## config.mk

```make
export PLATFORM = sky130hd
export DESIGN_NAME = text_console_cursor_engine_flat
export DESIGN_NICKNAME = d
export VERILOG_FILES = /design/src/rtl/tcce_pkg.sv /design/src/rtl/tcce_if.sv /design/src/rtl/tcce_front.sv /design/src/rtl/tcce_queue.sv /design/src/rtl/tcce_back.sv /design/src/rtl/text_console_cursor_engine.sv /design/src/flat_wrapper.sv
export SDC_FILE = /design/constraint.sdc
export NUM_CORES = 1
export LEC_CHECK = 0
export BUFFER_PORTS_ARGS = -buffer_cell sky130_fd_sc_hd__buf_4
export CORE_ASPECT_RATIO = 1.75
export CORE_MARGIN = 2
export CORE_UTILIZATION = 60
export DETAILED_ROUTE_END_ITERATION = 12
export PLACE_DENSITY = 0.89
export SYNTH_ARGS = -nofsm -noshare
export SYNTH_HDL_FRONTEND = slang
export SYNTH_SLANG_ARGS = --single-unit
```

## constraint.sdc

```tcl
create_clock -name clk_i -period 5.8 [get_ports clk_i]
set_input_delay 0.29 -clock clk_i [delete_from_list [all_inputs] [get_ports clk_i]]
set_output_delay 0.29 -clock clk_i [all_outputs]
set_load 0.02 [all_outputs]
```

## src/rtl/tcce_pkg.sv

```systemverilog
package tcce_pkg;

  // Field widths fixed by the channel definitions
  localparam int unsigned FuncBits   = 3;
  localparam int unsigned CharBits   = 8;
  localparam int unsigned CellBits   = 8;
  localparam int unsigned GlyphBits  = 7;
  localparam int unsigned CmdBits    = 3;
  localparam int unsigned ColorBits  = 32;
  localparam int unsigned CfgIdxBits = 8;

  // Default width of the internal cursor coordinates
  localparam int unsigned CoordBitsDefault = 8;

  // Plan queue between front and back
  localparam int unsigned QueueDepth   = 4;
  localparam int unsigned QueuePtrBits = $clog2(QueueDepth);

  // Register indexes of the configuration port
  localparam logic [CfgIdxBits-1:0] RegColumns   = 8'd0;
  localparam logic [CfgIdxBits-1:0] RegRows      = 8'd1;
  localparam logic [CfgIdxBits-1:0] RegForeColor = 8'd2;
  localparam logic [CfgIdxBits-1:0] RegBackColor = 8'd3;

  // Register values after reset
  localparam logic [CellBits-1:0]  ColumnsReset   = 8'd80;
  localparam logic [CellBits-1:0]  RowsReset      = 8'd25;
  localparam logic [ColorBits-1:0] ForeColorReset = 32'h00FF_FFFF;
  localparam logic [ColorBits-1:0] BackColorReset = 32'h0000_0000;

  // Character codes with special handling
  localparam logic [CharBits-1:0] ChBackspace = 8'd8;
  localparam logic [CharBits-1:0] ChTab       = 8'd9;
  localparam logic [CharBits-1:0] ChNewline   = 8'd10;
  localparam logic [CharBits-1:0] ChReturn    = 8'd13;
  localparam logic [CharBits-1:0] ChSpace     = 8'd32;
  localparam logic [CharBits-1:0] ChDelete    = 8'd127;
  localparam int unsigned         TabStop     = 8;

  // Slots of a plan, emitted from the lowest set slot upwards
  localparam int unsigned PlanSlots   = 4;
  localparam int unsigned SlotEraseCur = 0;
  localparam int unsigned SlotMain     = 1;
  localparam int unsigned SlotScroll   = 2;
  localparam int unsigned SlotDrawCur  = 3;

  typedef enum logic [FuncBits-1:0] {
    FuncPut       = 3'd0,
    FuncSetCursor = 3'd1,
    FuncShowHide  = 3'd2,
    FuncClear     = 3'd3,
    FuncReport    = 3'd4
  } tcce_func_e;

  typedef enum logic [CmdBits-1:0] {
    CmdGlyph     = 3'd0,
    CmdEraseCell = 3'd1,
    CmdDrawCur   = 3'd2,
    CmdEraseCur  = 3'd3,
    CmdScroll    = 3'd4,
    CmdClear     = 3'd5,
    CmdReport    = 3'd6
  } tcce_cmd_e;

  // Everything the back end needs to emit the commands of one operation
  typedef struct packed {
    logic [PlanSlots-1:0] mask;
    tcce_cmd_e            main_cmd;
    logic [CellBits-1:0]  main_col;
    logic [CellBits-1:0]  main_row;
    logic [GlyphBits-1:0] glyph;
    logic [CellBits-1:0]  old_col;
    logic [CellBits-1:0]  old_row;
    logic [CellBits-1:0]  new_col;
    logic [CellBits-1:0]  new_row;
  } tcce_plan_t;

endpackage

```

## src/rtl/tcce_if.sv

```systemverilog
// Operation channel into the block
interface tcce_item_if;
  import tcce_pkg::*;

  logic                valid;
  logic                ready;
  logic [FuncBits-1:0] func;
  logic [CharBits-1:0] char_code;
  logic [CellBits-1:0] new_col;
  logic [CellBits-1:0] new_row;
  logic                show;

  modport source (output valid, output func, output char_code, output new_col,
                  output new_row, output show, input ready);
  modport sink (input valid, input func, input char_code, input new_col,
                input new_row, input show, output ready);
endinterface

// Drawing command channel out of the block
interface tcce_cmd_if;
  import tcce_pkg::*;

  logic                 valid;
  logic                 ready;
  logic [CmdBits-1:0]   command;
  logic [CellBits-1:0]  cell_col;
  logic [CellBits-1:0]  cell_row;
  logic [GlyphBits-1:0] glyph_code;
  logic [ColorBits-1:0] paint_color;
  logic [ColorBits-1:0] fill_color;
  logic                 last;

  modport source (output valid, output command, output cell_col, output cell_row,
                  output glyph_code, output paint_color, output fill_color,
                  output last, input ready);
  modport sink (input valid, input command, input cell_col, input cell_row,
                input glyph_code, input paint_color, input fill_color,
                input last, output ready);
endinterface

// Configuration write channel
interface tcce_cfg_if;
  import tcce_pkg::*;

  logic                  valid;
  logic                  ready;
  logic [CfgIdxBits-1:0] index;
  logic [ColorBits-1:0]  data;

  modport source (output valid, output index, output data, input ready);
  modport sink (input valid, input index, input data, output ready);
endinterface

```

## src/rtl/tcce_front.sv

```systemverilog
module tcce_front #(
  parameter int unsigned COORD_BITS = tcce_pkg::CoordBitsDefault
) (
  input  logic                          clk_i,
  input  logic                          rst_ni,
  tcce_item_if.sink                     item_i,
  input  logic [tcce_pkg::CellBits-1:0] columns_i,
  input  logic [tcce_pkg::CellBits-1:0] rows_i,
  input  logic                          q_full_i,
  output logic                          push_o,
  output tcce_pkg::tcce_plan_t          plan_o
);
  import tcce_pkg::*;

  localparam int unsigned SzW = (COORD_BITS > CellBits) ? COORD_BITS : CellBits;

  typedef logic [COORD_BITS-1:0] coord_t;
  typedef logic [COORD_BITS:0]   coord_ext_t;

  localparam coord_t CoordMax = '1;

  coord_t col_q, col_d;
  coord_t row_q, row_d;
  logic   shown_q, shown_d;

  logic [SzW-1:0] max_ext, cols_ext, rows_ext, nc_ext, nr_ext;
  coord_t         cols_eff, rows_eff;
  coord_t         nl_row_inc, nl_row;
  logic           nl_scroll;
  coord_ext_t     tab_pos, col_inc;
  logic           tab_wrap, glyph_wrap, printable;
  logic           accept;
  logic [PlanSlots-1:0] mask;

  // Effective screen size: zero acts as one, capped at the coordinate range
  assign max_ext  = SzW'(CoordMax);
  assign cols_ext = (columns_i == '0) ? SzW'(1) : SzW'(columns_i);
  assign rows_ext = (rows_i == '0) ? SzW'(1) : SzW'(rows_i);
  assign cols_eff = (cols_ext > max_ext) ? CoordMax : COORD_BITS'(cols_ext);
  assign rows_eff = (rows_ext > max_ext) ? CoordMax : COORD_BITS'(rows_ext);

  // Newline from the current row: scroll back when it passes the last row
  assign nl_row_inc = row_q + 1'b1;
  assign nl_scroll  = (nl_row_inc >= rows_eff);
  assign nl_row     = nl_scroll ? (nl_row_inc - 1'b1) : nl_row_inc;

  // Tab stop and glyph advance, one bit wider so that an overflow still compares as a wrap
  assign tab_pos    = ({1'b0, col_q} + (COORD_BITS + 1)'(TabStop))
                      & ~((COORD_BITS + 1)'(TabStop - 1));
  assign tab_wrap   = (tab_pos >= {1'b0, cols_eff});
  assign col_inc    = {1'b0, col_q} + 1'b1;
  assign glyph_wrap = (col_inc >= {1'b0, cols_eff});
  assign printable  = (item_i.char_code >= ChSpace) && (item_i.char_code < ChDelete);

  // Requested position, clamped to the screen
  assign nc_ext = SzW'(item_i.new_col);
  assign nr_ext = SzW'(item_i.new_row);

  assign item_i.ready = !q_full_i;
  assign accept       = item_i.valid && item_i.ready;

  // Classify the operation, work out the new cursor and the command plan
  always_comb begin
    col_d           = col_q;
    row_d           = row_q;
    shown_d         = shown_q;
    mask            = '0;
    plan_o.main_cmd = CmdGlyph;
    plan_o.main_col = CellBits'(col_q);
    plan_o.main_row = CellBits'(row_q);
    plan_o.glyph    = '0;
    case (tcce_func_e'(item_i.func))
      FuncPut: begin
        mask[SlotEraseCur] = shown_q;
        case (item_i.char_code)
          ChNewline: begin
            col_d            = '0;
            row_d            = nl_row;
            mask[SlotScroll] = nl_scroll;
          end
          ChReturn: begin
            col_d = '0;
          end
          ChTab: begin
            if (tab_wrap) begin
              col_d            = '0;
              row_d            = nl_row;
              mask[SlotScroll] = nl_scroll;
            end else begin
              col_d = tab_pos[COORD_BITS-1:0];
            end
          end
          ChBackspace: begin
            if (col_q != '0) begin
              col_d           = col_q - 1'b1;
              mask[SlotMain]  = 1'b1;
              plan_o.main_cmd = CmdEraseCell;
              plan_o.main_col = CellBits'(col_q - 1'b1);
            end
          end
          default: begin
            if (printable) begin
              mask[SlotMain]  = 1'b1;
              plan_o.main_cmd = CmdGlyph;
              plan_o.glyph    = item_i.char_code[GlyphBits-1:0];
              if (glyph_wrap) begin
                col_d            = '0;
                row_d            = nl_row;
                mask[SlotScroll] = nl_scroll;
              end else begin
                col_d = col_inc[COORD_BITS-1:0];
              end
            end
          end
        endcase
        mask[SlotDrawCur] = shown_q;
      end
      FuncSetCursor: begin
        mask[SlotEraseCur] = shown_q;
        col_d = (nc_ext < SzW'(cols_eff)) ? COORD_BITS'(nc_ext) : (cols_eff - 1'b1);
        row_d = (nr_ext < SzW'(rows_eff)) ? COORD_BITS'(nr_ext) : (rows_eff - 1'b1);
        mask[SlotDrawCur] = shown_q;
      end
      FuncShowHide: begin
        mask[SlotEraseCur] = shown_q;
        shown_d            = item_i.show;
        mask[SlotDrawCur]  = item_i.show;
      end
      FuncClear: begin
        mask[SlotMain]  = 1'b1;
        plan_o.main_cmd = CmdClear;
        plan_o.main_col = '0;
        plan_o.main_row = '0;
        col_d           = '0;
        row_d           = '0;
      end
      FuncReport: begin
        mask[SlotMain]  = 1'b1;
        plan_o.main_cmd = CmdReport;
      end
      default: begin
        mask = '0;
      end
    endcase
    plan_o.mask    = mask;
    plan_o.old_col = CellBits'(col_q);
    plan_o.old_row = CellBits'(row_q);
    plan_o.new_col = CellBits'(col_d);
    plan_o.new_row = CellBits'(row_d);
  end

  // Operations that draw nothing still update the cursor but queue no plan
  assign push_o = accept && (mask != '0);

  // Cursor state
  always_ff @(posedge clk_i or negedge rst_ni) begin
    if (!rst_ni) begin
      col_q   <= '0;
      row_q   <= '0;
      shown_q <= 1'b1;
    end else if (accept) begin
      col_q   <= col_d;
      row_q   <= row_d;
      shown_q <= shown_d;
    end
  end

`ifndef SYNTH
  // Clearing the screen homes the cursor.
  a_clear_homes: assert property (@(posedge clk_i) disable iff (!rst_ni)
    accept && (item_i.func == FuncClear) |=> (col_q == '0) && (row_q == '0))
    else $error("cursor not homed after clear");

  // A placed cursor lands on the screen.
  a_set_in_range: assert property (@(posedge clk_i) disable iff (!rst_ni)
    accept && (item_i.func == FuncSetCursor) |=> (col_q < cols_eff) && (row_q < rows_eff))
    else $error("set cursor left the screen");

  // A tab always leaves the cursor on a tab stop.
  a_tab_aligned: assert property (@(posedge clk_i) disable iff (!rst_ni)
    accept && (item_i.func == FuncPut) && (item_i.char_code == ChTab)
    |=> (col_q[2:0] == 3'd0))
    else $error("tab left the cursor off a tab stop");
`endif

endmodule

```

## src/rtl/tcce_queue.sv

```systemverilog
module tcce_queue (
  input  logic                 clk_i,
  input  logic                 rst_ni,
  input  logic                 push_i,
  input  tcce_pkg::tcce_plan_t plan_i,
  input  logic                 pop_i,
  output logic                 full_o,
  output logic                 valid_o,
  output tcce_pkg::tcce_plan_t plan_o
);
  import tcce_pkg::*;

  tcce_plan_t                mem_q [QueueDepth];
  logic [QueuePtrBits-1:0]   wr_ptr_q, wr_ptr_d;
  logic [QueuePtrBits-1:0]   rd_ptr_q, rd_ptr_d;
  logic [QueuePtrBits:0]     count_q, count_d;
  logic                      push_do, pop_do;

  assign full_o  = (count_q == (QueuePtrBits + 1)'(QueueDepth));
  assign valid_o = (count_q != '0);
  assign plan_o  = mem_q[rd_ptr_q];

  assign push_do = push_i && !full_o;
  assign pop_do  = pop_i && valid_o;

  // Pointer and fill count update
  always_comb begin
    wr_ptr_d = push_do ? (wr_ptr_q + 1'b1) : wr_ptr_q;
    rd_ptr_d = pop_do ? (rd_ptr_q + 1'b1) : rd_ptr_q;
    case ({push_do, pop_do})
      2'b10:   count_d = count_q + 1'b1;
      2'b01:   count_d = count_q - 1'b1;
      default: count_d = count_q;
    endcase
  end

  always_ff @(posedge clk_i or negedge rst_ni) begin
    if (!rst_ni) begin
      wr_ptr_q <= '0;
      rd_ptr_q <= '0;
      count_q  <= '0;
    end else begin
      wr_ptr_q <= wr_ptr_d;
      rd_ptr_q <= rd_ptr_d;
      count_q  <= count_d;
    end
  end

  // Plan storage
  always_ff @(posedge clk_i) begin
    if (push_do) begin
      mem_q[wr_ptr_q] <= plan_i;
    end
  end

`ifndef SYNTH
  // The fill count never passes the depth.
  a_count_bound: assert property (@(posedge clk_i) disable iff (!rst_ni)
    count_q <= (QueuePtrBits + 1)'(QueueDepth))
    else $error("queue overfilled");

  // The front end never offers a plan to a full queue.
  a_no_push_full: assert property (@(posedge clk_i) disable iff (!rst_ni)
    push_i |-> !full_o)
    else $error("plan offered to a full queue");

  // A lone pop removes exactly one plan.
  a_pop_count: assert property (@(posedge clk_i) disable iff (!rst_ni)
    pop_do && !push_do |=> count_q == $past(count_q) - 1'b1)
    else $error("fill count wrong after pop");
`endif

endmodule

```

## src/rtl/tcce_back.sv

```systemverilog
module tcce_back (
  input  logic                           clk_i,
  input  logic                           rst_ni,
  input  logic                           q_valid_i,
  input  tcce_pkg::tcce_plan_t           plan_i,
  output logic                           pop_o,
  input  logic [tcce_pkg::ColorBits-1:0] fore_i,
  input  logic [tcce_pkg::ColorBits-1:0] back_i,
  tcce_cmd_if.source                     cmd_o
);
  import tcce_pkg::*;

  tcce_plan_t           cur_q, cur_d;
  logic [PlanSlots-1:0] mask_q, mask_d;
  logic                 out_valid_q, out_valid_d;
  tcce_cmd_e            command_q;
  logic [CellBits-1:0]  cell_col_q, cell_row_q;
  logic [GlyphBits-1:0] glyph_q;
  logic [ColorBits-1:0] paint_q, fill_q;
  logic                 last_q;

  logic                 advance, take, load;
  logic [PlanSlots-1:0] clr, rest, mask_after;
  tcce_cmd_e            e_cmd;
  logic [CellBits-1:0]  e_col, e_row;
  logic [GlyphBits-1:0] e_glyph;

  // Pick the lowest pending slot of the current plan
  always_comb begin
    clr     = '0;
    e_cmd   = CmdEraseCur;
    e_col   = cur_q.old_col;
    e_row   = cur_q.old_row;
    e_glyph = '0;
    if (mask_q[SlotEraseCur]) begin
      clr[SlotEraseCur] = 1'b1;
    end else if (mask_q[SlotMain]) begin
      clr[SlotMain] = 1'b1;
      e_cmd         = cur_q.main_cmd;
      e_col         = cur_q.main_col;
      e_row         = cur_q.main_row;
      e_glyph       = cur_q.glyph;
    end else if (mask_q[SlotScroll]) begin
      clr[SlotScroll] = 1'b1;
      e_cmd           = CmdScroll;
      e_col           = '0;
      e_row           = '0;
    end else begin
      clr[SlotDrawCur] = 1'b1;
      e_cmd            = CmdDrawCur;
      e_col            = cur_q.new_col;
      e_row            = cur_q.new_row;
    end
  end

  // Step through the plan and fetch the next one as the current one ends
  assign advance    = !out_valid_q || cmd_o.ready;
  assign take       = advance && (mask_q != '0);
  assign rest       = mask_q & ~clr;
  assign mask_after = take ? rest : mask_q;
  assign load       = (mask_after == '0) && q_valid_i;
  assign pop_o      = load;
  assign mask_d     = load ? plan_i.mask : mask_after;
  assign cur_d      = load ? plan_i : cur_q;
  assign out_valid_d = advance ? take : out_valid_q;

  always_ff @(posedge clk_i or negedge rst_ni) begin
    if (!rst_ni) begin
      mask_q      <= '0;
      out_valid_q <= 1'b0;
    end else begin
      mask_q      <= mask_d;
      out_valid_q <= out_valid_d;
    end
  end

  // Plan and output payload registers
  always_ff @(posedge clk_i) begin
    cur_q <= cur_d;
    if (take) begin
      command_q  <= e_cmd;
      cell_col_q <= e_col;
      cell_row_q <= e_row;
      glyph_q    <= e_glyph;
      paint_q    <= ((e_cmd == CmdGlyph) || (e_cmd == CmdDrawCur)) ? fore_i : back_i;
      fill_q     <= back_i;
      last_q     <= (rest == '0);
    end
  end

  assign cmd_o.valid       = out_valid_q;
  assign cmd_o.command     = command_q;
  assign cmd_o.cell_col    = cell_col_q;
  assign cmd_o.cell_row    = cell_row_q;
  assign cmd_o.glyph_code  = glyph_q;
  assign cmd_o.paint_color = paint_q;
  assign cmd_o.fill_color  = fill_q;
  assign cmd_o.last        = last_q;

`ifndef SYNTH
  // Every plan taken from the queue has at least one command.
  a_plan_nonempty: assert property (@(posedge clk_i) disable iff (!rst_ni)
    load |-> (plan_i.mask != '0))
    else $error("empty plan reached the back end");

  // Drawing the cursor always closes a transaction run.
  a_draw_cur_last: assert property (@(posedge clk_i) disable iff (!rst_ni)
    cmd_o.valid && (cmd_o.command == CmdDrawCur) |-> cmd_o.last)
    else $error("draw cursor not marked last");

  // A run continues without a gap until its last command.
  a_run_continues: assert property (@(posedge clk_i) disable iff (!rst_ni)
    cmd_o.valid && cmd_o.ready && !cmd_o.last |=> cmd_o.valid)
    else $error("gap inside a command run");
`endif

endmodule

```

## src/rtl/text_console_cursor_engine.sv

```systemverilog
// Text console cursor engine.
// item_i takes one console operation per transaction (put character, set
// cursor, show or hide cursor, clear, report). cmd_o gives the cell-level
// drawing commands caused by it, one per transaction, with last set on the
// final command of each run. cfg_i writes the columns, rows, fore_color and
// back_color registers; it is always ready and may be used only while idle.
// An accepted operation reaches cmd_o through the plan queue, the back end's
// plan register and the command output register. The command output register
// issues at most one command per cycle; an operation gives one to four
// commands, four for a glyph that wraps and scrolls with the cursor shown;
// operations that draw nothing give no command.
// The front end updates the cursor and queues the plan of any operation that
// draws in the cycle of acceptance; a four-entry plan queue separates it from
// the output side. When the receiver stalls, the current command is held, the
// plan queue fills and item_i.ready falls once four plans wait.
// Reset puts the cursor at column 0, row 0, shown, and loads the register
// defaults of 80 columns, 25 rows, white foreground and black background.
module text_console_cursor_engine #(
  parameter int unsigned COORD_BITS = tcce_pkg::CoordBitsDefault
) (
  input  logic        clk_i,
  input  logic        rst_ni,
  tcce_item_if.sink   item_i,
  tcce_cmd_if.source  cmd_o,
  tcce_cfg_if.sink    cfg_i
);
  import tcce_pkg::*;

  logic [CellBits-1:0]  columns_q, rows_q;
  logic [ColorBits-1:0] fore_q, back_q;

  logic       push, pop, q_full, q_valid;
  tcce_plan_t plan_in, plan_out;

  // Configuration registers
  assign cfg_i.ready = 1'b1;

  always_ff @(posedge clk_i or negedge rst_ni) begin
    if (!rst_ni) begin
      columns_q <= ColumnsReset;
      rows_q    <= RowsReset;
      fore_q    <= ForeColorReset;
      back_q    <= BackColorReset;
    end else if (cfg_i.valid) begin
      case (cfg_i.index)
        RegColumns:   columns_q <= cfg_i.data[CellBits-1:0];
        RegRows:      rows_q    <= cfg_i.data[CellBits-1:0];
        RegForeColor: fore_q    <= cfg_i.data;
        RegBackColor: back_q    <= cfg_i.data;
        default: begin
        end
      endcase
    end
  end

  // Front end: accepts operations and plans their commands
  tcce_front #(
    .COORD_BITS(COORD_BITS)
  ) u_front (
    .clk_i     (clk_i),
    .rst_ni    (rst_ni),
    .item_i    (item_i),
    .columns_i (columns_q),
    .rows_i    (rows_q),
    .q_full_i  (q_full),
    .push_o    (push),
    .plan_o    (plan_in)
  );

  // Plan queue
  tcce_queue u_queue (
    .clk_i   (clk_i),
    .rst_ni  (rst_ni),
    .push_i  (push),
    .plan_i  (plan_in),
    .pop_i   (pop),
    .full_o  (q_full),
    .valid_o (q_valid),
    .plan_o  (plan_out)
  );

  // Back end: emits the commands of each plan
  tcce_back u_back (
    .clk_i     (clk_i),
    .rst_ni    (rst_ni),
    .q_valid_i (q_valid),
    .plan_i    (plan_out),
    .pop_o     (pop),
    .fore_i    (fore_q),
    .back_i    (back_q),
    .cmd_o     (cmd_o)
  );

endmodule
```

## src/flat_wrapper.sv

```systemverilog
// flat-port wrapper written by rule: the top's interface ports become plain ports
module text_console_cursor_engine_flat import tcce_pkg::*;
#(
  parameter int unsigned COORD_BITS = tcce_pkg::CoordBitsDefault
)
  (clk_i, rst_ni, item_i_valid, item_i_func, item_i_char_code, item_i_new_col, item_i_new_row, item_i_show, item_i_ready, cmd_o_valid, cmd_o_command, cmd_o_cell_col, cmd_o_cell_row, cmd_o_glyph_code, cmd_o_paint_color, cmd_o_fill_color, cmd_o_last, cmd_o_ready, cfg_i_valid, cfg_i_index, cfg_i_data, cfg_i_ready);
  tcce_item_if item_i_i ();
  tcce_cmd_if cmd_o_i ();
  tcce_cfg_if cfg_i_i ();
  input  logic clk_i;
  input  logic rst_ni;
  input wire logic [$bits(item_i_i.valid)-1:0] item_i_valid;
  input wire logic [$bits(item_i_i.func)-1:0] item_i_func;
  input wire logic [$bits(item_i_i.char_code)-1:0] item_i_char_code;
  input wire logic [$bits(item_i_i.new_col)-1:0] item_i_new_col;
  input wire logic [$bits(item_i_i.new_row)-1:0] item_i_new_row;
  input wire logic [$bits(item_i_i.show)-1:0] item_i_show;
  output wire logic [$bits(item_i_i.ready)-1:0] item_i_ready;
  output wire logic [$bits(cmd_o_i.valid)-1:0] cmd_o_valid;
  output wire logic [$bits(cmd_o_i.command)-1:0] cmd_o_command;
  output wire logic [$bits(cmd_o_i.cell_col)-1:0] cmd_o_cell_col;
  output wire logic [$bits(cmd_o_i.cell_row)-1:0] cmd_o_cell_row;
  output wire logic [$bits(cmd_o_i.glyph_code)-1:0] cmd_o_glyph_code;
  output wire logic [$bits(cmd_o_i.paint_color)-1:0] cmd_o_paint_color;
  output wire logic [$bits(cmd_o_i.fill_color)-1:0] cmd_o_fill_color;
  output wire logic [$bits(cmd_o_i.last)-1:0] cmd_o_last;
  input wire logic [$bits(cmd_o_i.ready)-1:0] cmd_o_ready;
  input wire logic [$bits(cfg_i_i.valid)-1:0] cfg_i_valid;
  input wire logic [$bits(cfg_i_i.index)-1:0] cfg_i_index;
  input wire logic [$bits(cfg_i_i.data)-1:0] cfg_i_data;
  output wire logic [$bits(cfg_i_i.ready)-1:0] cfg_i_ready;
  assign item_i_i.valid = item_i_valid;
  assign item_i_i.func = item_i_func;
  assign item_i_i.char_code = item_i_char_code;
  assign item_i_i.new_col = item_i_new_col;
  assign item_i_i.new_row = item_i_new_row;
  assign item_i_i.show = item_i_show;
  assign item_i_ready = item_i_i.ready;
  assign cmd_o_valid = cmd_o_i.valid;
  assign cmd_o_command = cmd_o_i.command;
  assign cmd_o_cell_col = cmd_o_i.cell_col;
  assign cmd_o_cell_row = cmd_o_i.cell_row;
  assign cmd_o_glyph_code = cmd_o_i.glyph_code;
  assign cmd_o_paint_color = cmd_o_i.paint_color;
  assign cmd_o_fill_color = cmd_o_i.fill_color;
  assign cmd_o_last = cmd_o_i.last;
  assign cmd_o_i.ready = cmd_o_ready;
  assign cfg_i_i.valid = cfg_i_valid;
  assign cfg_i_i.index = cfg_i_index;
  assign cfg_i_i.data = cfg_i_data;
  assign cfg_i_ready = cfg_i_i.ready;
  text_console_cursor_engine #(.COORD_BITS(COORD_BITS)) u_core (.clk_i(clk_i), .rst_ni(rst_ni), .item_i(item_i_i), .cmd_o(cmd_o_i), .cfg_i(cfg_i_i));
endmodule
```

==> impl_metrics.yaml <==
grt:
  grt_pass1_wl_um: 76600
  met2_usage: 0.475
  grtUsageMet3: 0.0405
  use_met1: 0.320
  grt_pass1_vias: 13500
  overflow: 0
  busiest_layer: "met2"
  antenna_found_initial: 0
  grt_max_degree: 64
  grt_usage: 0.268
worst_hold_path:
  hold-path-cell-count: 3
  min_path_type: "input port to flip-flop"
  worstHoldEndpoint: "u_core.columns_q[5]$_DFFE_PN0P_"
  hp-start: "cfg_i_data[5]"
timing:
  fmax_ghz: 0.201
  finalCriticalPeriod_ns: 4.97
  slew_viol_final: 0
  worst_pin_slew_ns: 1.05
  slew_headroom: 0.302
  finalCritPeriodShare: 0.856
  fin_skew_ns: 0.0183
  finalHoldViolCount: 0
  setup_viol: 0
  tns_ns: 0
  rsz0062_at_grt: "no"
setup_path:
  critPathArrivalTime_ns: 5.46
  crit_path_end_kind: "flip-flop"
  timing.rr.end: "u_core.u_queue.count_q[2]$_DFFE_PN0P_"
  path_class: "flip-flop to flip-flop"
  timing.rr.start: "u_core.u_front.col_q[0]$_DFFE_PN0P_"
  rrSetupSlack_ns: 0.83
  start_kind: "flip-flop"
  crit_required_ns: 6.30
  worst_r2r_path_depth: 19
  critPathMaxFanout: 15
clock_tree:
  htreeDepth: 2
  clk_latency_ns: 0.57
  clockRootBuffer: "clkbuf_16"
  cts.sinks: 506
  cts_buffers: 43
  cts_tree: "built"
  clk_pin_slew_ns: 0.07
  cts_setup_buffers: 0
  clockBufferDepth: 3
route:
  via_per_inst: 6.27
  drt-initial-drc-count: 1248
  drc: 0
  dr.pass1.iters: 6
  antenna_left: 0
  drt-total-wl_um: 49800
  dr_total_vias: 12900
  wl_per_cell_um: 24.3
final_layout:
  final_cell_mix: "edfxtp_1, buf_4, mux2_2"
  final_common_cell: "edfxtp_1"
  finalNonFillerCells: 2051
  drive_gt1_frac: 0.309
  syn_to_final_growth_pct: 16.2
  num_antenna_cells: 0
  fin_nets: 1670
placement:
  place_hpwl_um: 32300
  port_buffers: 165
  dp.cells: 1940
  place_congestion: 0.903
yosys:
  synth_area_per_cell_um2: 16.0
  synth.distinct_cells: 89
  synth_ff_type: "edfxtp_1"
  synth-seq-area-share: 0.679
  ys_warn_count: 0
  syn_inst: 1354
  synth.ff_latch_count: 506
  syn-num-nets: 1477
  synth_edf_count: 397
  syn_area_mm2: 0.0216
  async_flop_share: 0.215
die:
  rows: 92
  coreArea_mm2: 0.0358
  die_x_um: 148
  die_h_um: 255
  boundaryPins: 167
  initial_utilization: 0.604
  die_area_mm2: 0.0377
power:
  peakVddDrop_uv: 310
  leakage_nw: 9.64
  finalPower_mw: 11.7
  pwr_density_cell_mw_per_mm2: 465
job:
  maxCapViolations: 0
status:
  status: "finished, final reports clean"
report_power, final:
group	internal [mW]	switching, mW	total (mW)
clock	1.59	1.29	2.88
sequential	5.05	0.572	5.62
combinational	1.35	1.85	3.20
total	7.99	3.71	11.7
per-layer routing:
metal  wire length (um)  part of all wire
met5                  0                 0
met4               2450             0.049
met3               2960             0.059
met2              26600              0.53
met1              17900              0.36
sequential cells by signal, summed over array words and instances (netlist names), 2 cells and up:
register / cells
u_core.u_back.mask_q: 4
u_core.u_queue.count_q: 3
u_core.u_back.cmd_o.fill_color: 32
u_core.u_front.row_q: 8
u_core.u_back.cmd_o.command: 3
u_core.columns_q: 8
u_core.back_q: 32
u_core.u_queue.wr_ptr_q: 2
u_core.u_back.cur_q: 58
u_core.u_back.cmd_o.cell_row: 8
u_core.u_front.col_q: 8
u_core.fore_q: 32
u_core.u_queue.rd_ptr_q: 2
u_core.u_queue.mem_q: 248
u_core.u_back.cmd_o.paint_color: 32
u_core.u_back.cmd_o.glyph_code: 7
u_core.u_back.cmd_o.cell_col: 8
u_core.rows_q: 8
kinds of logic after synthesis:
logic type	count (synthesis)	synth area share
AO/OA/AOI/OAI	197	0.0642
flip-flops	506	0.679
buffers and inverters	109	0.0196
adder cells (fa/ha/maj)	50	0.0293
multiplexers	187	0.129
XOR/XNOR	38	0.0154
AND/OR/NAND/NOR	266	0.0639
other	1	0.000173
critical path, cell delays in order, from the launching register on:
cell and delay [ns]:
dfrtp_1 0.63, ha_1 0.33, nand3_1 0.18, nor2_1 0.19, xor2_1 0.21, ha_1 0.28
a21o_1 0.17, a221o_1 0.34, a41oi_1 0.46, a21oi_1 0.13, buf_4 0.22, o211a_1 0.31
o21a_4 0.29, inv_1 0.08, ha_1 0.18, inv_1 0.07, fa_1 0.37, xor2_1 0.15
nor2_1 0.13, xor2_1 0.15
Yosys cell counts (all sizes together) (5+ instances only):
library cell	count	area, um2
or3	6	37.5
or2	5	33.8
nand3	27	135
nand2b	7	43.8
a31oi	6	37.5
a21o	14	106
dfstp	30	788
o21ai	58	294
nand4	8	50.1
mux2	112	1260
nor2	46	185
nand2	79	297
clkbuf	48	180
o31ai	5	37.5
a22oi	18	135
xnor2	24	210
mux2i	13	130
o211ai	6	63.8
inv	42	158
nand3b	6	45.0
xor2	14	123
nor3	11	55.1
o22ai	7	43.8
and2	31	194
edfxtp	397	11900
or4	5	37.5
a21oi	24	131
a22o	5	43.8
o21a	5	45.0
nor4	9	62.6
mux4	62	1400
nor2b	7	43.8
ha	49	613
and3	8	50.1
buf	19	86.3
dfrtp	79	1980
how the worst max path moves through the flow:
stage                                   startpoint                                        end  slack (ns)  depth (start not counted)
6_report       u_core.u_front.col_q[0]$_DFFE_PN0P_      u_core.u_queue.count_q[2]$_DFFE_PN0P_        0.83                         19
3_5_place_dp   u_core.u_front.col_q[0]$_DFFE_PN0P_      u_core.u_queue.count_q[2]$_DFFE_PN0P_        0.92                         19
2_1_floorplan    u_core.u_back.mask_q[1]$_DFF_PN0_  u_core.u_back.cmd_o.cell_col[0]$_DFFE_PP_        0.52                          4
5_1_grt        u_core.u_front.col_q[0]$_DFFE_PN0P_      u_core.u_queue.count_q[2]$_DFFE_PN0P_        0.61                         19
4_1_cts        u_core.u_front.col_q[0]$_DFFE_PN0P_      u_core.u_queue.count_q[2]$_DFFE_PN0P_        0.91                         19
3_3_place_gp   u_core.u_front.col_q[0]$_DFFE_PN0P_      u_core.u_queue.count_q[2]$_DFFE_PN0P_        1.05                         19
final cells by class:
| class | count | area [um2] |
|---|---|---|
| sequential | 506 | 14700 |
| inverter | 42 | 158 |
| timing repair buffer | 215 | 1740 |
| clock buffer | 54 | 1140 |
| multi-input combinational | 739 | 6560 |
| clock inverter | 25 | 272 |
| tap | 470 | 588 |
| fill | 2194 | 10600 |
repair_timing:
action,CTS,global route
hold endpoints to repair,112,0
hold buffers,32,0
gates resized for setup,0,0
through the flow:
step	hold WS, ns	setup WS, ns	util	cell area, um2
2_1_floorplan	-0.00559	0.522	-	21600
3_3_place_gp	0.441	1.05	0.654	23400
3_5_place_dp	0.448	0.922	0.654	23400
4_1_cts	0.00846	0.915	0.703	25200
5_1_grt	0.0222	0.607	0.703	25200
6_report	0.0124	0.833	0.703	25200
(Power assumes the default switching activity.)
